**src/hw/rtl/tcc_pkg.sv**
```systemverilog
// ----------------------------------------------------------------------------
// tcc_pkg: text console cursor engine package
// Geometry, character and command codes, payload and control structs.
// ----------------------------------------------------------------------------
package tcc_pkg;

	localparam int COLUMNS   = 80;
	localparam int ROWS      = 25;
	localparam int TAB_WIDTH = 8;   // power of two: tab stop found by masking
	localparam int CELLS     = COLUMNS * ROWS;

	localparam int COL_W  = 7;
	localparam int ROW_W  = 5;
	localparam int CELL_W = 11;
	localparam int WORD_W = 16;

	localparam logic [7:0] RESET_ATTR = 8'h0F;
	localparam logic [7:0] BLANK_CHAR = 8'h20;

	localparam logic [7:0] CH_BS  = 8'h08;
	localparam logic [7:0] CH_TAB = 8'h09;
	localparam logic [7:0] CH_LF  = 8'h0A;
	localparam logic [7:0] CH_CR  = 8'h0D;

	localparam logic [1:0] CMD_PUT   = 2'd0;
	localparam logic [1:0] CMD_CLEAR = 2'd1;
	localparam logic [1:0] CMD_READ  = 2'd2;

	typedef struct packed {
		logic [1:0]        cmd;
		logic [7:0]        char_code;
		logic [CELL_W-1:0] cell_address;
	} req_t;

	typedef struct packed {
		logic [CELL_W-1:0] cursor_addr;
		logic [WORD_W-1:0] read_data;
	} rsp_t;

	// sequencer -> cursor
	typedef struct packed {
		logic put;
		logic home;
	} cur_ctl_t;

	// cursor -> sequencer
	typedef struct packed {
		logic              printable;
		logic              scroll;
		logic [CELL_W-1:0] cell_idx;
		logic [CELL_W-1:0] pos;
	} cur_info_t;

endpackage

```
**src/hw/rtl/tcc_cursor.sv**
```systemverilog
// ----------------------------------------------------------------------------
// tcc_cursor: cursor position register and put-byte decode
// Works out the next column/row for a byte and flags a needed scroll.
// ----------------------------------------------------------------------------
module tcc_cursor (
	input  logic                clk,
	input  logic                arst_n,
	input  tcc_pkg::cur_ctl_t   ctl,
	input  logic [7:0]          char_code,
	output tcc_pkg::cur_info_t  info
);

	logic [tcc_pkg::COL_W-1:0] col_q;
	logic [tcc_pkg::ROW_W-1:0] row_q;

	logic [tcc_pkg::COL_W:0]   col_t;
	logic [tcc_pkg::ROW_W:0]   row_t;
	logic [tcc_pkg::COL_W-1:0] col_n;
	logic [tcc_pkg::ROW_W-1:0] row_n;
	logic                      printable;
	logic                      scroll;

	assign printable = !char_code[7] && (char_code[6:5] != 2'b00);

	always_comb begin
		col_t = {1'b0, col_q};
		row_t = {1'b0, row_q};
		case (char_code)
			tcc_pkg::CH_BS: begin
				if (col_q != '0) col_t = {1'b0, col_q} - 1'b1;
			end
			tcc_pkg::CH_TAB: begin
				col_t = ({1'b0, col_q} | (tcc_pkg::COL_W+1)'(tcc_pkg::TAB_WIDTH - 1)) + 1'b1;
			end
			tcc_pkg::CH_CR: begin
				col_t = '0;
			end
			tcc_pkg::CH_LF: begin
				col_t = '0;
				row_t = {1'b0, row_q} + 1'b1;
			end
			default: begin
				if (printable) col_t = {1'b0, col_q} + 1'b1;
			end
		endcase
		if (col_t >= (tcc_pkg::COL_W+1)'(tcc_pkg::COLUMNS)) begin
			col_t = '0;
			row_t = row_t + 1'b1;
		end
		scroll = (row_t >= (tcc_pkg::ROW_W+1)'(tcc_pkg::ROWS));
		col_n  = col_t[tcc_pkg::COL_W-1:0];
		row_n  = scroll ? tcc_pkg::ROW_W'(tcc_pkg::ROWS - 1) : row_t[tcc_pkg::ROW_W-1:0];
	end

	always_ff @(posedge clk or negedge arst_n) begin
		if (!arst_n) begin
			col_q <= '0;
			row_q <= '0;
		end else if (ctl.home) begin
			col_q <= '0;
			row_q <= '0;
		end else if (ctl.put) begin
			col_q <= col_n;
			row_q <= row_n;
		end
	end

	always_comb begin
		info.printable = printable;
		info.scroll    = scroll;
		info.cell_idx  = tcc_pkg::CELL_W'(row_q) * tcc_pkg::CELL_W'(tcc_pkg::COLUMNS)
		                 + tcc_pkg::CELL_W'(col_q);
		info.pos       = info.cell_idx;
	end

endmodule

```
**config.mk**
```make
export PLATFORM = sky130hd
export DESIGN_NAME = tcc_cursor
export DESIGN_NICKNAME = d
export VERILOG_FILES = /design/src/hw/rtl/tcc_pkg.sv /design/src/hw/rtl/tcc_cursor.sv
export SDC_FILE = /design/constraint.sdc
export NUM_CORES = 1
export LEC_CHECK = 0
export BUFFER_PORTS_ARGS = -buffer_cell sky130_fd_sc_hd__buf_2
export CORE_UTILIZATION = 58
export CTS_BUF_LIST = sky130_fd_sc_hd__clkbuf_8
export CTS_CLUSTER_DIAMETER = 150
export DETAILED_ROUTE_END_ITERATION = 10
export PLACE_DENSITY = 0.85
export SYNTH_ARGS = -nofsm -noshare
export SYNTH_HDL_FRONTEND = slang
export SYNTH_SLANG_ARGS = --single-unit
```
**constraint.sdc**
```tcl
create_clock -name clk -period 3.8 [get_ports clk]
set_clock_uncertainty 0.05 [all_clocks]
set_input_delay 0.38 -clock clk [delete_from_list [all_inputs] [get_ports clk]]
set_output_delay 0.38 -clock clk [all_outputs]
set_load 0.02 [all_outputs]
```
==> results.sh <==
export IMPL_die_area_mm2=0.00366
export IMPL_fp_dieW_um=60.5
export IMPL_first_global_vias=1641
export IMPL_drive_gt1_frac=0.233
export IMPL_finalSetupViolCount=0
export IMPL_dr_pass1_iters=5
export IMPL_syn_area_mm2=0.00198
export IMPL_hold_viol=0
export IMPL_grt_max_degree=15
export IMPL_gp_congestion=0.930
export IMPL_clk_pin_slew_worst_paths_ps=50
export IMPL_crit_required_ps=3370
export IMPL_endpoint_kind="primary output"
export IMPL_slew_viol_final=0
export IMPL_grt_use_total=0.267
export IMPL_core_area_mm2=0.00315
export IMPL_status="finished, final reports clean"
export IMPL_yosys_area_top_type="dfrtp_1"
export IMPL_clock_root_buffer="clkbuf_8"
export IMPL_synth_cell_types=63
export IMPL_use_met2=0.432
export IMPL_cts_buffers=3
export IMPL_fp_row_count=20
export IMPL_p_seq_frac=0.406
export IMPL_hold_end="row_q[4]"
export IMPL_peakVddDrop_v=0.0000763
export IMPL_r2r_cells=9
export IMPL_yosysTopAreaCellShare=0.151
export IMPL_yosysWarningCount=0
export IMPL_whs_path_depth=2
export IMPL_insertion_delay_ps=240
export IMPL_synthTopCellsByArea="dfrtp_1, ha_1, buf_4, xnor2_1, o21ai_0"
export IMPL_r2r_end="row_q[0]"
export IMPL_crit_type="in -> out"
export IMPL_top_usage_layer="met2"
export IMPL_rsz0062_at_grt="no"
export IMPL_synthTopCellsByCount="nor2_1, buf_4, nand2_1, o21ai_0, ha_1"
export IMPL_tightest_slew_ps=526
export IMPL_intPower_mw=0.233
export IMPL_cts_sinks=12
export IMPL_hold_start="ctl[0]"
export IMPL_vias_per_cell=6.28
export IMPL_initial_core_util=0.629
export IMPL_io_pins=36
export IMPL_sw_frac_of_total=0.299
export IMPL_fin_crit_ps=3460
export IMPL_synth_ff_type="dfrtp_1"
export IMPL_syn_to_final_growth_pct=5.42
export IMPL_slew_headroom=0.648
export IMPL_num_vias=1891
export IMPL_final_core_util=0.663
export IMPL_synth_seq_area_share=0.151
export IMPL_async_flop_share=1.00
export IMPL_port_buffers=35
export IMPL_fin_crit_sh=0.911
export IMPL_grt_overflow_total=0
export IMPL_ant_nets=0
export IMPL_r2r_start="row_q[0]"
export IMPL_drtIter0Drc=114
export IMPL_critical_path_arrival_ps=3030
export IMPL_fmax_ghz=0.289
export IMPL_fin_tns_setup_ps=0
export IMPL_synth_avg_cell_area_um2=8.23
export IMPL_n_fill_cell=284
export IMPL_synth_edf_count=0
export IMPL_dp_hpwl_um=3630
export IMPL_max_cap_viol_count=0
export IMPL_remaining_drc_errors=0
export IMPL_dieHeight_um=60.5
export IMPL_wirelength_um=4580
export IMPL_post_drt_wl_per_cell_um=15.2
export IMPL_reg2reg_slack_ps=1010
export IMPL_synth_nets=270
export IMPL_cp_startpoint="char_code[5]"
export IMPL_use_met1=0.373
export IMPL_switchingPower_mw=0.0994
export IMPL_syn_inst=241
export IMPL_clock_power_share=0.335
export IMPL_cp_max_fo=10
export IMPL_min_delay_path_class="in -> reg"
export IMPL_use_met3=0.0341
export IMPL_grt_pass1_wl_um=7530
export IMPL_antenna_found_initial=0
export IMPL_synth_ff_latch_count=12
export IMPL_fin_nets=288
export IMPL_combPwrFrac=0.259
export IMPL_yosysMostFrequentCell="nor2_1"
export IMPL_ctsHtreeMaxLevel=1
export IMPL_n_antenna_cell=0
export IMPL_p_per_area_mw_per_mm2=159
export IMPL_cp_start_kind="primary input"
export IMPL_tritoncts="yes"
export IMPL_leakagePower_nw=0.980
export IMPL_clock_tree_buffer_depth=2
## layer usage
layer  vias to the layer above  share of wire
li1                        903              -
met1                       878           0.46
met3                         4          0.082
met5                         -              0
met2                       106           0.45
met4                         0         0.0037
## stage by stage
step	instance area [um^2]	power, mW	setup slack [ps]	hold slack (ps)	cells
after global placement	2030	0.219	475	219	297
after CTS	2090	0.332	252	366	301
after floorplan	1980	0.199	619	34.4	241
after global routing	2090	0.350	113	369	301
final	2090	0.333	340	368	301
after detailed placement	2030	0.221	366	220	297
## worst max-delay path: stages
cell and delay [ps]:
buf_2 120, nor4_4 280, and3_1 420, nand2_1 100, o21ai_0 110, ha_1 340
o21ai_0 190, a311oi_1 360, o21a_1 220, o21bai_4 90, or2_1 240, buf_2 160
## cells by family after synthesis
family	count (synthesis)	synth area share
xor+xnor	15	0.0662
fa+ha+maj	17	0.115
simple gates	92	0.280
buf+inv	36	0.119
mux	4	0.0208
compound gates	65	0.248
flops	12	0.151
## cells in the final DEF, fill, tap and decap left out, types with 2 or more instances in the layout
cell and instances:
buf_2 35, nor2_1 18, nand2_1 17, o21ai_0 16, ha_1 15, xnor2_1 12, dfrtp_1 12, inv_1 11
a21oi_1 11, nand3_1 10, nor2b_1 6, nand4_1 6, nor3_1 5, o22ai_1 4, a21o_1 3, and3_1 3
xor2_1 3, o211ai_1 3, a31oi_1 3, and4_1 3, and2_1 3, mux2i_1 3, clkbuf_8 3, nor3b_1 2
nand3b_1 2, nor3b_2 2, a221oi_1 2, a311oi_1 2, o21bai_1 2, o21a_1 2, o2bb2ai_1 2, a211oi_1 2
o31ai_1 2, nand2b_1 2, fa_1 2, buf_4 2
## worst max-delay path by stage
| stage | end | slack, ps | cells past startpoint |
|---|---|---|---|
| after floorplan | info[21] | 620 | 8 |
| after global placement | info[22] | 480 | 12 |
| after detailed placement | info[22] | 370 | 12 |
| after CTS | info[22] | 250 | 11 |
| after global routing | info[22] | 110 | 11 |
| final | info[22] | 340 | 12 |
## power groups by stage
stage	registers [mW]	clock network [mW]	logic, mW
after floorplan	0.136	0	0.0639
after global placement	0.137	0	0.0829
after detailed placement	0.137	0	0.0840
after CTS	0.135	0.112	0.0851
after global routing	0.135	0.120	0.0943
final	0.135	0.112	0.0861
## final cells by class
| class | count | area [um^2] | share of cell area |
|---|---|---|---|
| Sequential cell | 12 | 300 | 0.144 |
| Timing Repair Buffer | 38 | 200 | 0.0957 |
| Clock buffer | 3 | 41.3 | 0.0197 |
| Tap cell | 44 | 55.1 | 0.0263 |
| Multi-Input combinational cell | 193 | 1450 | 0.695 |
| Inverter | 11 | 41.3 | 0.0197 |
## state kept, by name, summed over array words and instances (netlist names)
name and cells:
row_q 5, col_q 7
## timing repair
item | 4_1_cts | 5_1_grt
setup endpoints to repair | 0 | 1
hold endpoints to repair | 12 | 0
setup buffers | 0 | 0
hold buffers | 1 | 0
resized for setup | 0 | 1
Power figures use the tool's default switching activity.
