--- config.mk ---
export PLATFORM = sky130hd
export DESIGN_NAME = tcc_seq
export DESIGN_NICKNAME = d
export VERILOG_FILES = /design/src/hw/rtl/tcc_pkg.sv /design/src/hw/rtl/tcc_seq.sv
export SDC_FILE = /design/constraint.sdc
export NUM_CORES = 1
export LEC_CHECK = 0
export BUFFER_PORTS_ARGS = -buffer_cell sky130_fd_sc_hd__buf_2
export CAP_MARGIN = 15
export CORE_UTILIZATION = 35
export CTS_CLUSTER_SIZE = 28
export DETAILED_ROUTE_END_ITERATION = 12
export PLACE_DENSITY = 0.63
export SYNTH_ARGS = -nofsm -noshare
export SYNTH_HDL_FRONTEND = slang
export SYNTH_SLANG_ARGS = --single-unit
--- constraint.sdc ---
create_clock -name clk -period 5.54 [get_ports clk]
set_input_delay 0.554 -clock clk [delete_from_list [all_inputs] [get_ports clk]]
set_output_delay 0.554 -clock clk [all_outputs]
set_load 0.02 [all_outputs]
--- src/hw/rtl/tcc_pkg.sv ---
// ----------------------------------------------------------------------------
// tcc_pkg: text console cursor engine package
// Geometry, character and command codes, payload and control structs.
// ----------------------------------------------------------------------------
package tcc_pkg;

	localparam int COLUMNS   = 80;
	localparam int ROWS      = 25;
	localparam int TAB_WIDTH = 8;   // power of two: tab stop found by masking
	localparam int CELLS     = COLUMNS * ROWS;

	localparam int COL_W  = 7;
	localparam int ROW_W  = 5;
	localparam int CELL_W = 11;
	localparam int WORD_W = 16;

	localparam logic [7:0] RESET_ATTR = 8'h0F;
	localparam logic [7:0] BLANK_CHAR = 8'h20;

	localparam logic [7:0] CH_BS  = 8'h08;
	localparam logic [7:0] CH_TAB = 8'h09;
	localparam logic [7:0] CH_LF  = 8'h0A;
	localparam logic [7:0] CH_CR  = 8'h0D;

	localparam logic [1:0] CMD_PUT   = 2'd0;
	localparam logic [1:0] CMD_CLEAR = 2'd1;
	localparam logic [1:0] CMD_READ  = 2'd2;

	typedef struct packed {
		logic [1:0]        cmd;
		logic [7:0]        char_code;
		logic [CELL_W-1:0] cell_address;
	} req_t;

	typedef struct packed {
		logic [CELL_W-1:0] cursor_addr;
		logic [WORD_W-1:0] read_data;
	} rsp_t;

	// sequencer -> cursor
	typedef struct packed {
		logic put;
		logic home;
	} cur_ctl_t;

	// cursor -> sequencer
	typedef struct packed {
		logic              printable;
		logic              scroll;
		logic [CELL_W-1:0] cell_idx;
		logic [CELL_W-1:0] pos;
	} cur_info_t;

endpackage

--- src/hw/rtl/tcc_seq.sv ---
// ----------------------------------------------------------------------------
// tcc_seq: command sequencer
// Drives the cell store for put, read, clear, scroll copy and reset fill.
// ----------------------------------------------------------------------------
module tcc_seq (
	input  logic                       clk,
	input  logic                       arst_n,
	input  logic                       start,
	input  tcc_pkg::req_t              request,
	input  logic [7:0]                 attr,
	input  tcc_pkg::cur_info_t         cur,
	output tcc_pkg::cur_ctl_t          cur_ctl,
	output logic                       busy,
	output logic                       done,
	output logic [tcc_pkg::WORD_W-1:0] read_data,
	output logic                       ram_we,
	output logic [tcc_pkg::CELL_W-1:0] ram_waddr,
	output logic [tcc_pkg::WORD_W-1:0] ram_wdata,
	output logic [tcc_pkg::CELL_W-1:0] ram_raddr,
	input  logic [tcc_pkg::WORD_W-1:0] ram_rdata
);

	typedef enum logic [5:0] {
		ST_INIT   = 6'b000001,
		ST_IDLE   = 6'b000010,
		ST_READ   = 6'b000100,
		ST_FILL   = 6'b001000,
		ST_SCROLL = 6'b010000,
		ST_BLANK  = 6'b100000
	} state_t;

	localparam logic [tcc_pkg::CELL_W-1:0] LAST_CELL = tcc_pkg::CELL_W'(tcc_pkg::CELLS - 1);
	localparam logic [tcc_pkg::CELL_W-1:0] END_CELL  = tcc_pkg::CELL_W'(tcc_pkg::CELLS);
	localparam logic [tcc_pkg::CELL_W-1:0] ROW_LEN   = tcc_pkg::CELL_W'(tcc_pkg::COLUMNS);

	state_t                     state_q;
	logic [tcc_pkg::CELL_W-1:0] ptr_q;
	logic                       copy_s1;
	logic [tcc_pkg::CELL_W-1:0] dst_s1;
	logic                       done_q;
	logic [tcc_pkg::WORD_W-1:0] data_q;
	logic                       rd_ok_q;
	logic                       accept;
	logic [tcc_pkg::WORD_W-1:0] blank;

	assign busy   = (state_q != ST_IDLE);
	assign accept = start && !busy;
	assign blank  = {attr, tcc_pkg::BLANK_CHAR};

	assign cur_ctl.put  = accept && (request.cmd == tcc_pkg::CMD_PUT);
	assign cur_ctl.home = accept && (request.cmd == tcc_pkg::CMD_CLEAR);

	always_comb begin
		ram_we    = 1'b0;
		ram_waddr = ptr_q;
		ram_wdata = blank;
		ram_raddr = request.cell_address;
		unique case (state_q)
			ST_INIT: begin
				// reset pass uses the reset attribute, whatever was written meanwhile
				ram_we    = 1'b1;
				ram_wdata = {tcc_pkg::RESET_ATTR, tcc_pkg::BLANK_CHAR};
			end
			ST_IDLE: begin
				if (cur_ctl.put && cur.printable) begin
					ram_we    = 1'b1;
					ram_waddr = cur.cell_idx;
					ram_wdata = {attr, request.char_code};
				end
			end
			ST_FILL, ST_BLANK: begin
				ram_we = 1'b1;
			end
			ST_SCROLL: begin
				// read one row ahead, write back the word read last cycle
				ram_raddr = ptr_q;
				ram_we    = copy_s1;
				ram_waddr = dst_s1;
				ram_wdata = ram_rdata;
			end
			ST_READ: begin
			end
			default: begin
			end
		endcase
	end

	always_ff @(posedge clk or negedge arst_n) begin
		if (!arst_n) begin
			state_q <= ST_INIT;
			ptr_q   <= '0;
			copy_s1 <= 1'b0;
			done_q  <= 1'b0;
		end else begin
			done_q  <= 1'b0;
			copy_s1 <= 1'b0;
			unique case (state_q)
				ST_INIT: begin
					ptr_q <= ptr_q + 1'b1;
					if (ptr_q == LAST_CELL) state_q <= ST_IDLE;
				end
				ST_IDLE: begin
					if (accept) begin
						case (request.cmd)
							tcc_pkg::CMD_PUT: begin
								if (cur.scroll) begin
									state_q <= ST_SCROLL;
									ptr_q   <= ROW_LEN;
								end else begin
									done_q <= 1'b1;
								end
							end
							tcc_pkg::CMD_CLEAR: begin
								state_q <= ST_FILL;
								ptr_q   <= '0;
							end
							tcc_pkg::CMD_READ: begin
								state_q <= ST_READ;
							end
							default: begin
								done_q <= 1'b1;
							end
						endcase
					end
				end
				ST_READ: begin
					done_q  <= 1'b1;
					state_q <= ST_IDLE;
				end
				ST_FILL, ST_BLANK: begin
					ptr_q <= ptr_q + 1'b1;
					if (ptr_q == LAST_CELL) begin
						done_q  <= 1'b1;
						state_q <= ST_IDLE;
					end
				end
				ST_SCROLL: begin
					if (ptr_q == END_CELL) begin
						state_q <= ST_BLANK;
						ptr_q   <= END_CELL - ROW_LEN;
					end else begin
						copy_s1 <= 1'b1;
						ptr_q   <= ptr_q + 1'b1;
					end
				end
				default: begin
					state_q <= ST_IDLE;
				end
			endcase
		end
	end

	always_ff @(posedge clk) begin
		dst_s1 <= ptr_q - ROW_LEN;
		if (state_q == ST_IDLE) begin
			rd_ok_q <= (request.cell_address < END_CELL);
			data_q  <= '0;
		end else if (state_q == ST_READ) begin
			data_q <= rd_ok_q ? ram_rdata : '0;
		end else begin
			data_q <= '0;
		end
	end

	assign done      = done_q;
	assign read_data = data_q;

	// a plain put that needs no scroll finishes in the next cycle
	a_put_done: assert property (@(posedge clk) disable iff (!arst_n)
		(accept && request.cmd == tcc_pkg::CMD_PUT && !cur.scroll) |=> done)
		else $error("put without scroll did not finish in one cycle");

	// a read passes through ST_READ with done low before its word is delivered
	a_read_lat: assert property (@(posedge clk) disable iff (!arst_n)
		(accept && request.cmd == tcc_pkg::CMD_READ) |=> !done ##1 done)
		else $error("read latency broken");

	// pending copy writes only exist inside the scroll copy
	a_copy_scope: assert property (@(posedge clk) disable iff (!arst_n)
		copy_s1 |-> (state_q == ST_SCROLL))
		else $error("copy write outside scroll");

	// the reset fill produces no word
	a_init_quiet: assert property (@(posedge clk) disable iff (!arst_n)
		(state_q == ST_INIT) |=> !done)
		else $error("word produced during reset fill");

	// copy never writes a word whose source cell has not yet been read
	a_copy_order: assert property (@(posedge clk) disable iff (!arst_n)
		copy_s1 |-> (dst_s1 + ROW_LEN < ptr_q))
		else $error("scroll copy overtook its source");

endmodule

==> results of run 1 <==
state kept, by name, indices dropped and copies added (netlist names):
signal and cells:
read_data 16, dst_s1 11, ptr_q 11, state_q 6, copy_s1 1, done 1
rd_ok_q 1
per-stage QoR:
step | hold slack [ps] | std cells | setup slack (ps) | power (uW)
final | 189 | 519 | 2300 | 1380
after global routing | 217 | 519 | 2050 | 1490
after CTS | 204 | 518 | 2280 | 1390
after detailed placement | 429 | 510 | 2410 | 1180
after global placement | 416 | 510 | 2450 | 1180
after floorplan | 258 | 310 | 3160 | 981
worst max-delay path, stage by stage, from the launching register on:
cell and delay [ps]:
dfrtp_1 480, nor3_2 300, nand3_2 210, nor3_4 780, nor2_1 220, a21o_1 230
buf_2 150
worst paths after layout:
check / from / endpoint / slack [ps] / cells after the start
worst max register to register: state_q[5]$_DFFE_PN0P_ / ptr_q[8]$_DFFE_PN0P_ / 3360 / 6
worst min-delay path: arst_n / ptr_q[5]$_DFFE_PN0P_ / 190 / 1
min in group clk: ptr_q[1]$_DFFE_PN0P_ / dst_s1[1]$_DFF_P_ / 460 / 0
worst max-delay path: state_q[5]$_DFFE_PN0P_ / ram_waddr[6] / 2300 / 6
worst min register to register: ptr_q[1]$_DFFE_PN0P_ / dst_s1[1]$_DFF_P_ / 460 / 0
max in group asynchronous: arst_n / state_q[0]$_DFFE_PN1P_ / 5010 / 1
routing by layer:
metal,vias to the layer above,track usage
li1,1309,-
met4,0,0.0779
met2,113,0.311
met5,-,0
met3,15,0.0406
met1,1214,0.243
cells in the final DEF (no fill, tap or decap), types with 4 or more instances in the layout:
master,synthesis,routed
and3_1,4,4
a22o_1,14,14
o21ai_0,9,9
xnor2_1,4,4
buf_2,9,119
a21o_1,7,7
nand2_1,59,59
nor2_1,10,10
ha_1,9,9
and2_1,20,20
dfrtp_1,18,18
o21ai_1,13,13
nor3_1,4,4
nand3_1,15,15
a21oi_1,7,7
dfxtp_1,27,27
inv_1,15,15
clkbuf_8,0,5
o311ai_1,7,7
logic make-up (layout without fill, tap and decap cells):
group,count (synthesis),in the layout,synth area share
buffers and inverters,35,145,0.0623
xor gates and xnor gates,7,7,0.0231
adders and majority gates,9,9,0.0425
AOI/OAI and AO/OA,76,76,0.205
and+or+nand+nor,133,133,0.261
DFF,47,47,0.395
muxes,3,3,0.0113
where the power goes:
part / switching [uW] / internal [uW] / total [uW]
Clock: 112 / 88.8 / 201
Combinational: 423 / 254 / 677
Sequential: 82.2 / 424 / 506
layout make-up:
| class | count | area (um^2) | share of cell area |
|---|---|---|---|
| multi-input cells | 228 | 1440 | 0.428 |
| flip-flops and latches | 47 | 1050 | 0.311 |
| repair buffers | 122 | 618 | 0.184 |
| well taps | 99 | 124 | 0.0368 |
| clock buffers | 7 | 76.3 | 0.0227 |
| inverters | 15 | 56.3 | 0.0167 |
| clock inverters | 1 | 5.00 | 0.00149 |
cell usage after synthesis, types with 3 or more instances:
library cell	n
and3_1	4
o211ai_1	3
xor2_1	3
mux2i_1	3
dfxtp_1	27
o21ai_0	9
and4_1	3
a21o_1	7
inv_1	15
a21oi_1	7
nand3_1	15
buf_2	9
nor3_1	4
nand2_1	59
o311ai_1	7
o21ai_1	13
clkbuf_1	5
a22o_1	14
nor2_1	10
xnor2_1	4
ha_1	9
dfrtp_1	18
and2_1	20
==> metrics.txt, run 1 <==
outcome finished clean; post_cts resized 0; initial antenna violation count 0; first-pass GRT wire length about 11000 um; post-route setup TNS 0 ps; RD Place Congestion 0.867; DRC 0; CORE AREA around 7300 um^2; Clock transition at path regs 90 ps; Util after Layout 0.462; max layer used met4; final setup fails 0; Avg WL per Cell approximately 15 um; htree depth 2; DR vias/cell between 5 and 6; FILL cells 748; post-synthesis cell area ~2700 um^2; Die Wd just under 90 um; fraction of registers with async set/reset 0.404; Max Freq slightly above 300 MHz; kind of critical path reg -> out; Clock Path Buffers 2; Worst VDD drop 0.123 mV; DP Area 3280 um^2; Die Area approximately 8000 um^2; Total Routed Length ~7600 um; GRT overflow 0; # IOs roughly 130; Final Net Count 500; met3 WL post-DR ~570 um; Primary FF master, synth dfxtp_1; met2 WL roughly 3500 um; min-delay worst type in -> async; Synth cell types 58; vias in the first global route 2330; HPWL Detailed approximately 5800 um; CTS root buf clkbuf_8; drt pass-1 iters 4; Area growth, synth to finish 26.9%; CTS tree done; EDFF count, synth 1; cts-stage hold buffer count 0; total number of vias 2651; Crit Path Max Fanout 26; initial core utilization 0.364; Total GRT Usage 0.190; CP required between 4000 and 5000 ps; diodes inserted 0; Ys Warns 0; share of Yosys cell area claimed by the top area cell type 0.204; Synth Instances just over 300; Worst-Margin Slew about 1000 ps; CTS Buf Count 5; Worst-Skew Late Latency roughly 290 ps; Final Max Tran Viols 0; period utilization 0.584; post-route clock skew 7.17 ps; Post-DRT Antenna Nets 0; Setup crit start kind register; fin crit period about 3200 ps; Hold Violations, Final 0; sequential area share after synthesis 0.395; MaxCap Viol Count 0; syn nets 391; die height between 80 and 90 um; initial drt markers roughly 170; unrepaired setup endpoints after global routing false; DRT met1 WL ~3400 um; P_leak between 0.0015 and 0.002 uW; Finished Cell Area between 3000 and 4000 um^2; mean post-synth cell area about 8.6 um^2; share of cells above drive strength 1 0.333; Cell Pwr Density 411 nW/um^2; Sink Count between 40 and 50; largest net degree at the start of global routing 34; Worst Path Arrival between 2000 and 3000 ps; Rel. slew slack 0.349; IO buf count around 120; crit end category output port; Row Count 31; register bit total from synthesis 47; top cells by area, synth dfxtp_1 (20%), dfrtp_1 (17%), nand2_1 (8.3%); Setup Fix Bufs, Post-CTS 0; Synth area leader dfxtp_1
No activity file was read; power rests on OpenSTA's default activity.
==> run 2, diff against run 1 <==
--- a/config.mk
+++ b/config.mk
@@ -10,7 +10,7 @@
 export CORE_UTILIZATION = 35
 export CTS_CLUSTER_SIZE = 28
 export DETAILED_ROUTE_END_ITERATION = 12
-export PLACE_DENSITY = 0.63
+export PLACE_DENSITY = 0.65
 export SYNTH_ARGS = -nofsm -noshare
 export SYNTH_HDL_FRONTEND = slang
 export SYNTH_SLANG_ARGS = --single-unit
==> constraint.sdc (replaced) <==
create_clock -name clk -period 2.73 [get_ports clk]
set_input_delay 0.273 -clock clk [delete_from_list [all_inputs] [get_ports clk]]
set_output_delay 0.273 -clock clk [all_outputs]
set_load 0.02 [all_outputs]
==> metrics.txt, run 2 (synthesis results as in run 1) <==
DR vias/cell 5.01 (was 5.11); R2R depth 7 (was 6); final setup fails 0 (unchanged); post-route clock skew 6.47 ps (was 7.17 ps); Hold Violations, Final 0 (unchanged); Final Max Tran Viols 0 (unchanged); Max Freq between 300 and 400 MHz; total power 2830 uW (was 1380 uW); total number of vias 2623 (was 2651); largest net degree at the start of global routing 27 (was 34); Hold Path End read_data[1]$_SDFF_PP0_; share of cells above drive strength 1 0.341 (was 0.333); post-route setup TNS 0 ps (unchanged); hold_ws 191 ps (was 189 ps); CTS root buf clkbuf_8 (unchanged); HPWL Detailed 5800 um (was 5790 um); hold path cells 2; Clock transition at path regs 90 ps (about the same); Cell Pwr Density 828 nW/um^2 (was 411 nW/um^2); fin crit period between 2000 and 3000 ps; Setup Fix Bufs, Post-CTS 0 (unchanged); Crit Path Max Fanout 26 (unchanged); CTS Buf Count 5 (unchanged); RD Place Congestion 0.881 (was 0.867); Sink Count 47 (unchanged); Final Net Count 505 (was 500); Die Wd 89.1 um (unchanged); initial core utilization 0.364 (unchanged); unrepaired setup endpoints after global routing false (unchanged); IO buf count 119 (unchanged); Avg WL per Cell 14.1 um (was 14.7 um); min-delay worst type in -> reg (was in -> async); outcome finished clean (unchanged); Worst-Skew Late Latency 290 ps (about the same); Setup crit start kind register (unchanged); vias in the first global route 2168 (was 2330); Worst Path Arrival 2260 ps (was 2680 ps); most frequent cells in the layout buf_2 (119), nand2_1 (59), dfxtp_1 (27) (unchanged); DRC 0 (unchanged); CTS tree done (unchanged); Area growth, synth to finish 28.8% (was 26.9%); reg-to-reg startpoint ptr_q[5]$_DFFE_PN0P_ (was state_q[5]$_DFFE_PN0P_); drt pass-1 iters 4 (unchanged); Clock Path Buffers 2 (unchanged); htree depth 2 (unchanged); initial antenna violation count 0 (unchanged); # IOs 131 (unchanged); die height 89.1 um (unchanged); Worst VDD drop 0.260 mV (was 0.123 mV); reg2reg end state_q[5]$_DFFE_PN0P_ (was ptr_q[8]$_DFFE_PN0P_); commonest non-fill, non-tap cell in the layout buf_2 (unchanged); Die Area 7930 um^2 (unchanged); Total Routed Length 7360 um (was 7620 um); Post-DRT Antenna Nets 0 (unchanged); Rel. slew slack 0.613 (was 0.349); placed cells 515 (was 510); hold_sp ram_rdata[1]; CORE AREA 7290 um^2 (unchanged); Util after Layout 0.469 (was 0.462); Largest register FFs 16 (unchanged); CP required 2460 ps (was 4990 ps); Row Count 31 (unchanged); diodes inserted 0 (unchanged); MaxCap Viol Count 0 (unchanged); period utilization 0.927; initial drt markers 115 (was 167); Cell Count, Final, Fillers Out 524 (was 519); Worst-Margin Slew 580 ps (was 974 ps); first-pass GRT wire length 10600 um (was 11400 um); FF-to-FF setup slack 660 ps (was 3360 ps); Total GRT Usage 0.176 (was 0.190); kind of critical path reg -> out (unchanged); P_leak 0.00177 uW (was 0.00174 uW); GRT overflow 0 (unchanged); crit end category output port (unchanged)
## run 2: report_power, final
part / internal [uW] / switching (uW)
Clock: 205 / 224
Combinational: 529 / 854
Sequential: 860 / 159
## run 2: worst max path at each step
stage / startpoint / end / cells after the start
2_1_floorplan: state_q[0]$_DFFE_PN1P_ / ram_waddr[0] / 5
3_3_place_gp: state_q[5]$_DFFE_PN0P_ / ram_wdata[5] / 6
3_5_place_dp: state_q[5]$_DFFE_PN0P_ / ram_waddr[2] / 7
4_1_cts: state_q[5]$_DFFE_PN0P_ / ram_waddr[2] / 7
5_1_grt: state_q[5]$_DFFE_PN0P_ / ram_waddr[2] / 7
6_report: state_q[5]$_DFFE_PN0P_ / ram_waddr[2] / 7
## run 2: worst max-delay path: stages, from the launching register on
cell	delay, ps
dfrtp_1	480
nor3_2	300
nand3_2	210
nor3_4	150
buf_4	290
nor2_1	150
a21o_1	220
buf_2	150
## run 2: per-stage QoR
step	setup slack (ps)	area (um^2)
floorplan	708	2650
global placement	572	3320
detailed placement	498	3320
CTS	182	3420
global route	44.8	3420
finish	199	3420
## run 2: layout make-up
cell class              instances  area (um^2)
repair buffers                127          658
inverters                      15         56.3
multi-input cells             228         1440
flip-flops and latches         47         1050
clock inverters                 1         5.00
fillers                       719         3870
well taps                      99          124
clock buffers                   7         86.3
## run 2: routing by layer
metal,track usage,part of all wire
met5,0,0
met4,0.0447,0.010
met3,0.0406,0.075
met2,0.313,0.48
met1,0.215,0.44
## run 2: what timing repair did
item / CTS / global route
hold buffers: 1 / 0
endpoints found under the setup margin: 0 / 0
gates resized for setup: 0 / 0
hold endpoints to repair: 18 / 0
==> run 3, diff against run 2 <==
--- a/config.mk
+++ b/config.mk
@@ -10,7 +10,7 @@
 export CORE_UTILIZATION = 35
 export CTS_CLUSTER_SIZE = 28
 export DETAILED_ROUTE_END_ITERATION = 12
-export PLACE_DENSITY = 0.65
+export PLACE_DENSITY = 0.63
 export SYNTH_ARGS = -nofsm -noshare
 export SYNTH_HDL_FRONTEND = slang
 export SYNTH_SLANG_ARGS = --single-unit
==> constraint.sdc (replaced) <==
create_clock -name clk -period 2.95 [get_ports clk]
set_input_delay 0.295 -clock clk [delete_from_list [all_inputs] [get_ports clk]]
set_output_delay 0.295 -clock clk [all_outputs]
set_load 0.02 [all_outputs]
==> metrics.txt, run 3 (synthesis results as in run 1) <==
Area growth, synth to finish 28.3% (was 28.8%); initial antenna violation count 0 (unchanged); crit end category output port (unchanged); fin crit period between 2000 and 2500 ps; # IOs 131 (unchanged); Clock transition at path regs 90 ps (about the same); max layer used met4 (unchanged); Crit Path Max Fanout 26 (unchanged); total number of vias 2633 (was 2623); worst slack, placed 771 ps (was 498 ps); Worst-Margin Slew 515 ps (was 580 ps); most frequent cells in the layout buf_2 (119), nand2_1 (59), dfxtp_1 (27) (unchanged); initial core utilization 0.364 (unchanged); hold_ws 210 ps (was 191 ps); kind of critical path reg -> out (unchanged); Rel. slew slack 0.655 (was 0.613); period utilization 0.841; Hold Violations, Final 0 (unchanged); Die Wd 89.1 um (unchanged); CTS Buf Count 5 (unchanged); GRT overflow 0 (unchanged); Largest register FFs 16 (unchanged); Total GRT Usage 0.184 (was 0.176); vias in the first global route 2239 (was 2168); total power 2620 uW (was 2830 uW); share of cells above drive strength 1 0.338 (was 0.341); Total Routed Length 7460 um (was 7360 um); die height 89.1 um (unchanged); DRC 0 (unchanged); commonest non-fill, non-tap cell in the layout buf_2 (unchanged); P_leak 0.00176 uW (was 0.00177 uW); CTS root buf clkbuf_8 (unchanged); Post-DRT Antenna Nets 0 (unchanged); post-route setup TNS 0 ps (unchanged); DRT met1 WL 3280 um (was 3210 um); Worst Path Arrival 2190 ps (was 2260 ps); Row Count 31 (unchanged); Setup crit start kind register (unchanged); drt pass-1 iters 4 (unchanged); Worst-Skew Late Latency 300 ps (was 290 ps); CTS tree done (unchanged); DR vias/cell 5.04 (was 5.01); CORE AREA 7290 um^2 (unchanged); Final Net Count 503 (was 505); Worst VDD drop 0.280 mV (was 0.260 mV); largest net degree at the start of global routing 31 (was 27); Clock Path Buffers 2 (unchanged); IO buf count 119 (unchanged); Avg WL per Cell 14.3 um (was 14.1 um); min-delay worst type in -> reg (unchanged); FILL cells 749 (was 719); Die Area 7930 um^2 (unchanged); htree depth 2 (unchanged); final worst slack 468 ps (was 199 ps); met2 WL 3480 um (was 3520 um); Final Max Tran Viols 0 (unchanged); initial drt markers 164 (was 115); RD Place Congestion 0.865 (was 0.881); unrepaired setup endpoints after global routing false (unchanged); met3 WL post-DR 623 um (was 553 um); first-pass GRT wire length 11100 um (was 10600 um); Sink Count 47 (unchanged); MaxCap Viol Count 0 (unchanged); HPWL Detailed 5760 um (was 5800 um); diodes inserted 0 (unchanged); Max Freq just over 400 MHz; Cell Pwr Density 770 nW/um^2 (was 828 nW/um^2); CP required 2650 ps (was 2460 ps); final setup fails 0 (unchanged); outcome finished clean (unchanged); post-route clock skew 8.71 ps (was 6.47 ps)
==> run 3: final cells by class <==
class / instances / area, um^2 / area share
inverter: 15 / 56.3 / 0.0166
clock buffer: 7 / 86.3 / 0.0254
clock inverter: 1 / 5.00 / 0.00147
multi-input combinational: 228 / 1440 / 0.423
sequential: 47 / 1050 / 0.308
tap: 99 / 124 / 0.0364
timing repair buffer: 125 / 643 / 0.189
==> run 3: path summary, 6_finish.rpt <==
path / startpoint / end / slack [ps] / cells after the start
worst max-delay path: state_q[5]$_DFFE_PN0P_ / ram_waddr[6] / 470 / 7
worst min-delay path: ram_rdata[7] / read_data[7]$_SDFF_PP0_ / 210 / 2
worst max register to register: ptr_q[0]$_DFFE_PN0P_ / ptr_q[6]$_DFFE_PN0P_ / 810 / 7
worst min register to register: ptr_q[1]$_DFFE_PN0P_ / dst_s1[1]$_DFF_P_ / 440 / 0
max in group asynchronous: arst_n / state_q[0]$_DFFE_PN1P_ / 2130 / 2
min in group asynchronous: arst_n / ptr_q[3]$_DFFE_PN0P_ / 470 / 2
==> run 3: stage by stage <==
stage	cells	utilization	cell area [um^2]
after global routing	522	0.467	3400
after global placement	513	0.453	3300
after floorplan	310	-	2650
after CTS	522	0.467	3400
final	522	0.467	3400
after detailed placement	513	0.453	3300
==> run 3: where the power goes <==
group / switching, uW / internal, uW
combinational: 792 / 483
clock: 212 / 189
sequential: 149 / 796
total: 1150 / 1470
==> run 3: layer usage <==
metal,vias to the layer above,global-route usage
met2,114,0.317
met4,0,0.0519
li1,1314,-
met1,1199,0.233
met5,-,0
met3,6,0.0406
==> run 3: repair_timing <==
| action | CTS | global route |
|---|---|---|
| hold buffers | 1 | 0 |
| hold endpoints to repair | 18 | 0 |
| gates resized for setup | 0 | 0 |
| setup buffers | 0 | 0 |
==> run 3: critical path: stages (launching register included) <==
cell and delay, ps:
dfrtp_1 470, nor3_2 280, nand3_2 200, nor3_4 140
buf_4 300, nor2_1 140, a21o_1 200, buf_2 150
